--- src/skf_pkg.sv ---
// shared constants and types of the scalar kalman filter unit
package skf_pkg;

  localparam int COV_FRAC_BITS = 30;
  localparam int DATA_W        = 32;
  localparam int GAIN_W        = COV_FRAC_BITS + 1;
  localparam int CNT_W         = $clog2(GAIN_W);
  localparam int MAG_W         = DATA_W + 1;
  localparam int REM_W         = DATA_W + 2;
  localparam int PE_W          = MAG_W + GAIN_W;
  localparam int PC_W          = DATA_W + GAIN_W;
  localparam int IDX_W         = 2;

  localparam logic [DATA_W-1:0] COV_ONE   = DATA_W'(1) << COV_FRAC_BITS;
  localparam logic [GAIN_W-1:0] GAIN_ONE  = GAIN_W'(1) << COV_FRAC_BITS;
  localparam logic [DATA_W-1:0] Q_RESET   = DATA_W'(10737);
  localparam logic [DATA_W-1:0] R_RESET   = DATA_W'(3135326);
  localparam logic [CNT_W-1:0]  CNT_LAST  = CNT_W'(COV_FRAC_BITS);

  typedef enum logic [IDX_W-1:0] {
    REG_PROCESS_NOISE    = 2'd0,
    REG_MEASURE_NOISE    = 2'd1,
    REG_START_COVARIANCE = 2'd2,
    REG_START_ESTIMATE   = 2'd3
  } reg_index_t;

  typedef enum logic [6:0] {
    ST_IDLE = 7'b0000001,
    ST_PREP = 7'b0000010,
    ST_DIV  = 7'b0000100,
    ST_MSET = 7'b0001000,
    ST_MUL  = 7'b0010000,
    ST_WB   = 7'b0100000,
    ST_FIN  = 7'b1000000
  } state_t;

endpackage

--- src/scalar_kalman_filter_unit.sv ---
// scalar kalman filter unit: bit-serial gain divider and covariance/estimate multipliers
//
// Input channel (in_valid/in_ready) carries one request: action and measurement.
// action 0 runs a filter update with the measurement, action 1 reloads the
// estimate and covariance from start_estimate and start_covariance.
// Output channel (out_valid/out_ready) returns one result per request: the new
// estimate and the gain of the step (zero on restart).
// Configuration is written through cfg_wen/cfg_index/cfg_data while idle; the unit
// does not enforce this, the user must keep to it.
// An update runs from acceptance to out_valid through ST_PREP, which sets up
// the divider, ST_DIV, a restoring division for the gain (one quotient bit
// a cycle), ST_MSET, which loads the multipliers, ST_MUL, shift-add
// multiplication (one gain bit a cycle, estimate and covariance products side
// by side), the write-back in ST_WB and ST_FIN, which fills the output register.
// A restart goes from acceptance through ST_FIN into the output register.
// No new request is taken before the last one is through, as in_ready is high whenever
// no request is in work; that holds while a finished result still waits in the output
// register. If the receiver stalls, the next result waits in the unit until it frees.
// Synchronous reset sets the covariance to 1.0, the estimate to zero and the
// noise registers to their defaults, and empties the output register.
module scalar_kalman_filter_unit
  import skf_pkg::*;
(
  input  logic                     clk,
  input  logic                     rst,
  input  logic                     in_valid,
  output logic                     in_ready,
  input  logic                     action,
  input  logic signed [DATA_W-1:0] measurement,
  output logic                     out_valid,
  input  logic                     out_ready,
  output logic signed [DATA_W-1:0] estimate,
  output logic        [GAIN_W-1:0] gain,
  input  logic                     cfg_wen,
  input  logic        [IDX_W-1:0]  cfg_index,
  input  logic        [DATA_W-1:0] cfg_data
);

  state_t state;

  logic [DATA_W-1:0]        process_noise;
  logic [DATA_W-1:0]        measure_noise;
  logic [DATA_W-1:0]        start_covariance;
  logic signed [DATA_W-1:0] start_estimate;

  logic [DATA_W-1:0]        cov;
  logic signed [DATA_W-1:0] x_est;

  logic [DATA_W-1:0]        p1;
  logic signed [MAG_W-1:0]  innov;
  logic                     neg;
  logic [MAG_W-1:0]         mag;
  logic [MAG_W-1:0]         denom;
  logic                     dz;
  logic [REM_W-1:0]         rem;
  logic [GAIN_W-1:0]        quo;
  logic [GAIN_W-1:0]        k;
  logic [CNT_W-1:0]         cnt;
  logic [PE_W-1:0]          prod_e;
  logic [PC_W-1:0]          prod_c;

  logic                     accept;
  logic                     out_free;
  logic [MAG_W-1:0]         p1_sum;
  logic [MAG_W-1:0]         denom_sum;
  logic [REM_W-1:0]         rem_sh;
  logic [REM_W:0]           trial;
  logic                     ge;
  logic [GAIN_W-1:0]        k_fin;
  logic [REM_W-1:0]         sum_e;
  logic [MAG_W-1:0]         sum_c;
  logic [REM_W-1:0]         delta;
  logic signed [REM_W:0]    x_ext;
  logic signed [REM_W:0]    x_sum;
  logic signed [DATA_W-1:0] x_sat;

  assign in_ready = (state == ST_IDLE);
  assign accept   = in_valid && in_ready;
  assign out_free = !out_valid || out_ready;

  always_comb begin
    p1_sum    = {1'b0, cov} + {1'b0, process_noise};
    denom_sum = {1'b0, p1} + {1'b0, measure_noise};
    // dividend bits below the initial remainder: lowest bit of p1, then zeros
    rem_sh    = {rem[REM_W-2:0], (cnt == '0) ? p1[0] : 1'b0};
    trial     = {1'b0, rem_sh} - {2'b00, denom};
    ge        = !trial[REM_W];
    k_fin     = dz ? '0 : quo;
    sum_e     = {1'b0, prod_e[PE_W-1:GAIN_W]} + (prod_e[0] ? {1'b0, mag} : '0);
    sum_c     = {1'b0, prod_c[PC_W-1:GAIN_W]} + (prod_c[0] ? {1'b0, p1} : '0);
    delta     = prod_e[PE_W-1:COV_FRAC_BITS];
    x_ext     = {{(REM_W+1-DATA_W){x_est[DATA_W-1]}}, x_est};
    x_sum     = neg ? (x_ext - $signed({1'b0, delta})) : (x_ext + $signed({1'b0, delta}));
    // saturate to the signed estimate range
    if (!x_sum[REM_W] && (x_sum[REM_W-1:DATA_W-1] != '0)) begin
      x_sat = {1'b0, {(DATA_W-1){1'b1}}};
    end else if (x_sum[REM_W] && (x_sum[REM_W-1:DATA_W-1] != '1)) begin
      x_sat = {1'b1, {(DATA_W-1){1'b0}}};
    end else begin
      x_sat = x_sum[DATA_W-1:0];
    end
  end

  // configuration registers
  always_ff @(posedge clk) begin
    if (rst) begin
      process_noise    <= Q_RESET;
      measure_noise    <= R_RESET;
      start_covariance <= COV_ONE;
      start_estimate   <= '0;
    end else if (cfg_wen) begin
      case (reg_index_t'(cfg_index))
        REG_PROCESS_NOISE:    process_noise    <= cfg_data;
        REG_MEASURE_NOISE:    measure_noise    <= cfg_data;
        REG_START_COVARIANCE: start_covariance <= cfg_data;
        REG_START_ESTIMATE:   start_estimate   <= cfg_data;
        default: ;
      endcase
    end
  end

  // sequencer and filter state
  always_ff @(posedge clk) begin
    if (rst) begin
      state <= ST_IDLE;
      cov   <= COV_ONE;
      x_est <= '0;
      k     <= '0;
      cnt   <= '0;
    end else begin
      case (state)
        ST_IDLE: begin
          if (accept) begin
            if (action) begin
              cov   <= start_covariance;
              x_est <= start_estimate;
              k     <= '0;
              state <= ST_FIN;
            end else begin
              state <= ST_PREP;
            end
          end
        end
        ST_PREP: begin
          cnt   <= '0;
          state <= ST_DIV;
        end
        ST_DIV: begin
          if (cnt == CNT_LAST) begin
            state <= ST_MSET;
          end
          cnt <= cnt + CNT_W'(1);
        end
        ST_MSET: begin
          k     <= k_fin;
          cnt   <= '0;
          state <= ST_MUL;
        end
        ST_MUL: begin
          if (cnt == CNT_LAST) begin
            state <= ST_WB;
          end
          cnt <= cnt + CNT_W'(1);
        end
        ST_WB: begin
          x_est <= x_sat;
          cov   <= prod_c[DATA_W+COV_FRAC_BITS-1:COV_FRAC_BITS];
          state <= ST_FIN;
        end
        ST_FIN: begin
          if (out_free) begin
            state <= ST_IDLE;
          end
        end
        default: state <= ST_IDLE;
      endcase
    end
  end

  // datapath shift registers
  always_ff @(posedge clk) begin
    case (state)
      ST_IDLE: begin
        if (accept) begin
          p1    <= p1_sum[MAG_W-1] ? '1 : p1_sum[DATA_W-1:0];
          innov <= $signed({measurement[DATA_W-1], measurement})
                 - $signed({x_est[DATA_W-1], x_est});
        end
      end
      ST_PREP: begin
        denom <= denom_sum;
        dz    <= (denom_sum == '0);
        rem   <= {3'b000, p1[DATA_W-1:1]};
        quo   <= '0;
        neg   <= innov[MAG_W-1];
        mag   <= innov[MAG_W-1] ? MAG_W'(-innov) : MAG_W'(innov);
      end
      ST_DIV: begin
        rem <= ge ? trial[REM_W-1:0] : rem_sh;
        quo <= {quo[GAIN_W-2:0], ge};
      end
      ST_MSET: begin
        prod_e <= {{MAG_W{1'b0}}, k_fin};
        prod_c <= {{DATA_W{1'b0}}, GAIN_ONE - k_fin};
      end
      ST_MUL: begin
        prod_e <= {sum_e, prod_e[GAIN_W-1:1]};
        prod_c <= {sum_c, prod_c[GAIN_W-1:1]};
      end
      default: ;
    endcase
  end

  // output register
  always_ff @(posedge clk) begin
    if (rst) begin
      out_valid <= 1'b0;
    end else if ((state == ST_FIN) && out_free) begin
      out_valid <= 1'b1;
    end else if (out_ready) begin
      out_valid <= 1'b0;
    end
  end

  always_ff @(posedge clk) begin
    if ((state == ST_FIN) && out_free) begin
      estimate <= x_est;
      gain     <= k;
    end
  end

endmodule

--- config.mk ---
export PLATFORM = sky130hd
export DESIGN_NAME = scalar_kalman_filter_unit
export DESIGN_NICKNAME = d
export VERILOG_FILES = /design/src/skf_pkg.sv /design/src/scalar_kalman_filter_unit.sv
export SDC_FILE = /design/constraint.sdc
export NUM_CORES = 2
export LEC_CHECK = 0
export ABC_AREA = 1
export BUFFER_PORTS_ARGS = -buffer_cell sky130_fd_sc_hd__buf_4
export CORE_MARGIN = 8
export CORE_UTILIZATION = 45
export DETAILED_ROUTE_END_ITERATION = 8
export PLACE_DENSITY = 0.62
export SETUP_SLACK_MARGIN = 0.4
export SLEW_MARGIN = 10
export SYNTH_ARGS = -nofsm -noshare
export SYNTH_HDL_FRONTEND = slang
export SYNTH_SLANG_ARGS = --single-unit
--- constraint.sdc ---
create_clock -name clk -period 12.5 [get_ports clk]
set_clock_uncertainty 0.05 [all_clocks]
set_input_delay 0.625 -clock clk [delete_from_list [all_inputs] [get_ports clk]]
set_output_delay 0.625 -clock clk [all_outputs]
set_load 0.005 [all_outputs]
==> results.txt <==
----------------------------------------------------
[Run status]
  Status ... complete, no violations

[Synthesis]
  Share of flip-flops with an asynchronous set or reset after synthesis ... 0
  Cell count after synthesis ... 4,981
  Sequential cell area fraction in the yosys report ... 0.423
  Netlist area before placement ... 38,600 um^2
  Synth Area per Inst ... slightly below 8 um^2
  YS warnings ... 0
  EDFF count, synth ... around 390
  Cell variety after synth ... between 60 and 70
  Post-synth net total ... about 5,300
  Main synth FF type ... edfxtp_1
  #FFs+latches synth ... slightly above 600

[Timing]
  Fin crit share ... 0.385
  Minimum clock period ... roughly 4.8 ns
  Setup repair after global routing missed its margin ... no
  Fin. Hold Viols ... 0
  Slew of the pin with the lowest slew margin ... about 1.2 ns
  Final number of setup-violating endpoints ... 0
  Post-route worst setup slack ... just under 8 ns
  Final worst hold slack ... 0.228 ns
  Final-report max-slew violation count ... 0
  Fmax ... 208 MHz
  Tightest slew margin relative to the limit ... 0.209
  Setup TNS ... 0 ns

[CTS]
  Maximum level of the CTS H-tree ... 3
  Later-pin clock latency in the skew report ... 0.65 ns
  Post-CTS sizing ... 0
  Number of hold-repair buffers added at the cts stage ... 0
  Number of sinks on the clock net ... ~620
  CTS buffer count ... 75
  CTS max path bufs ... 3
  TritonCTS clock tree ... yes
  Clock root buffer master ... clkbuf_16
  Clock-pin slew on the worst setup and hold paths ... 0.06 ns
  Number of buffers inserted by post-CTS setup repair ... 0

[Final layout]
  Area of the multi-input gates ... 19,300 um^2
  Most common cell after layout, fill and taps aside ... nand2_1
  Sequential cell area ... roughly 16,000 um^2
  Share of post-route cells with drive strength above 1 ... 0.0711
  Fin nets ... between 5,000 and 6,000
  Number of fillers in the final layout ... around 8,400
  Area growth from synthesis to layout ... 12.5%
  Leading cell types in the layout, fill and taps excluded ... 1,142 x nand2_1, 637 x inv_1, 507 x a21oi_1

[Route]
  Number of vias per cell ... about 5.4
  Remaining design rule violation count ... 0
  Routed wire length per instance ... ~19 um
  Number of nets with antenna violations after detailed routing ... 0
  Count of routing violations after the opening detailed-route iteration ... roughly 3,000
  Via count ... between 30,000 and 40,000
  DRT Pass-1 Iters ... 8
  Detailed Route WL ... roughly 120,000 um

[Floorplan]
  Core outline area ... between 80,000 and 90,000 um^2
  Full die area ... 95,400 um^2
  Top-level I/O count ... 137
  Effective utilization at floorplan ... 0.453
  # rows ... approximately 110
  Die Width ... approximately 310 um
  Die height ... between 300 and 400 um

[GRT]
  Met1 Use GR ... 0.365
  Busiest layer in global routing ... met2
  Number of global-route vias before repair ... between 30,000 and 40,000
  Met3 demand-to-capacity share in global routing ... 0.0358
  Total global-route track usage ... 0.250
  Initial antenna violation count ... 2
  Maximum number of pins on one net before global-route repair ... ~120
  First-pass GRT wire length ... approximately 190,000 um
  Global Route met2 Usage ... 0.387
  Global-route congestion overflow total ... 0

[Setup path]
  Required time of the critical path ... 12.95 ns
  Category of the worst setup path capture point ... flip-flop
  Largest fanout on the critical path ... 31
  Most numerous cell on the critical path ... nand2_1
  Nature of the critical path startpoint ... flip-flop
  Number of cells on the worst reg-to-reg path ... 30
  Highest cell delay on the worst timing path ... 0.40 ns
  CP max-delay cell ... edfxtp_1
  Worst setup path class ... reg2reg
  Arrival time worst endpoint ... about 5.3 ns

[Hold path]
  Number of cells traversed by the worst hold path ... 4
  Class of the tightest hold or removal check ... in2reg

[Place]
  Worst setup slack after placement ... 7.69 ns
  Last weighted congestion value of the routability-driven placer ... 0.959
  Post-DP HPWL ... slightly above 90,000 um
  Input/output buffers ... 136

[Power]
  Final Power ... a little under 6000 uW
  Maximum resistive drop on vdd ... around 0.097 mV
  Lkg Pwr ... around 0.019 uW
  Areal power density over the cells ... about 140 nW/um^2

[Run]
  Max-Cap Viols ... 0

----------------------------------------------------
## Yosys cell counts, drive strengths merged, types with 2 or more instances
library cell	n	area share
nor3	68	0.0094
xor2	124	0.028
clkinv	2	0.00019
o211ai	18	0.0035
dfxtp	236	0.12
a21boi	15	0.0030
clkbuf	119	0.012
o21ai	380	0.050
a31oi	71	0.012
nand3b	14	0.0027
nand3	211	0.028
or2	11	0.0018
a41oi	3	0.00068
o221ai	2	0.00045
inv	643	0.063
edfxtp	387	0.30
nor4	16	0.0028
fa	7	0.0036
buf	26	0.0043
a211oi	6	0.0012
o2111ai	4	0.00091
o21a	40	0.0078
xnor2	66	0.015
nand4	40	0.0070
ha	234	0.076
o31ai	8	0.0016
a21oi	509	0.066
nor2	490	0.049
nand2	1161	0.11
a21o	26	0.0051
and3	2	0.00032
o21bai	23	0.0045
o311ai	5	0.0011
a221oi	9	0.0020
## through the flow
stage | cells | util | area, um^2
floorplan | 4981 | - | 38600
global placement | 6151 | 0.479 | 40800
detailed placement | 6151 | 0.479 | 40800
CTS | 6290 | 0.510 | 43400
global route | 6290 | 0.510 | 43400
finish | 6291 | 0.510 | 43400
## layer usage
| metal | share of wire | vias up |
|---|---|---|
| met5 | 0 | - |
| met4 | 0.028 | 0 |
| met3 | 0.059 | 156 |
| met2 | 0.43 | 919 |
| met1 | 0.48 | 16200 |
| li1 | - | 16900 |
## state kept, by name, indices dropped and copies added (netlist names), 33 cells and up
register and count:
innov 33, denom 33, rem 33, prod_c 63, prod_e 64, mag 33
## cell families (layout without fill, tap and decap cells)
logic type | count (synthesis) | in the layout | share of synthesized area
adder cells (fa/ha/maj) | 241 | 241 | 0.0795
XOR/XNOR | 190 | 190 | 0.0431
buffers and inverters | 790 | 955 | 0.0787
other | 0 | 1 | 0
AND/OR/NAND/NOR | 2014 | 2014 | 0.215
AO/OA/AOI/OAI | 1123 | 1123 | 0.160
flip-flops | 623 | 623 | 0.423
## critical path, delay by kind of cell (launching register included)
family | cells | cell delay, ns
simple gates | 17 | 2.18
compound gates | 5 | 0.96
xor+xnor | 1 | 0.15
fa+ha+maj | 2 | 0.57
buf+inv | 5 | 0.38
flops | 1 | 0.40
## worst paths after layout
path	slack [ns]	start	end
max reg2reg	7.68	prod_e[31]	x_est[10]
min	0.23	action	state[1]
max	7.68	prod_e[31]	x_est[10]
min reg2reg	0.38	k[21]	gain[21]
## report_power, final
group          switching (uW)  internal [uW]  total [uW]
logic                     803            383        1190
registers                 112           2330        2440
clock network             965           1340        2310
total                    1880           4060        5940
## cell type report
type | count | share of cell area
well taps | 1144 | 0.0330
inverters | 645 | 0.0559
clock inverters | 36 | 0.0104
diodes | 1 | 0.0000576
multi-input cells | 3568 | 0.445
clock buffers | 103 | 0.0501
repair buffers | 171 | 0.0296
flip-flops and latches | 623 | 0.376
Note: power is estimated with default switching activity, not from simulation.
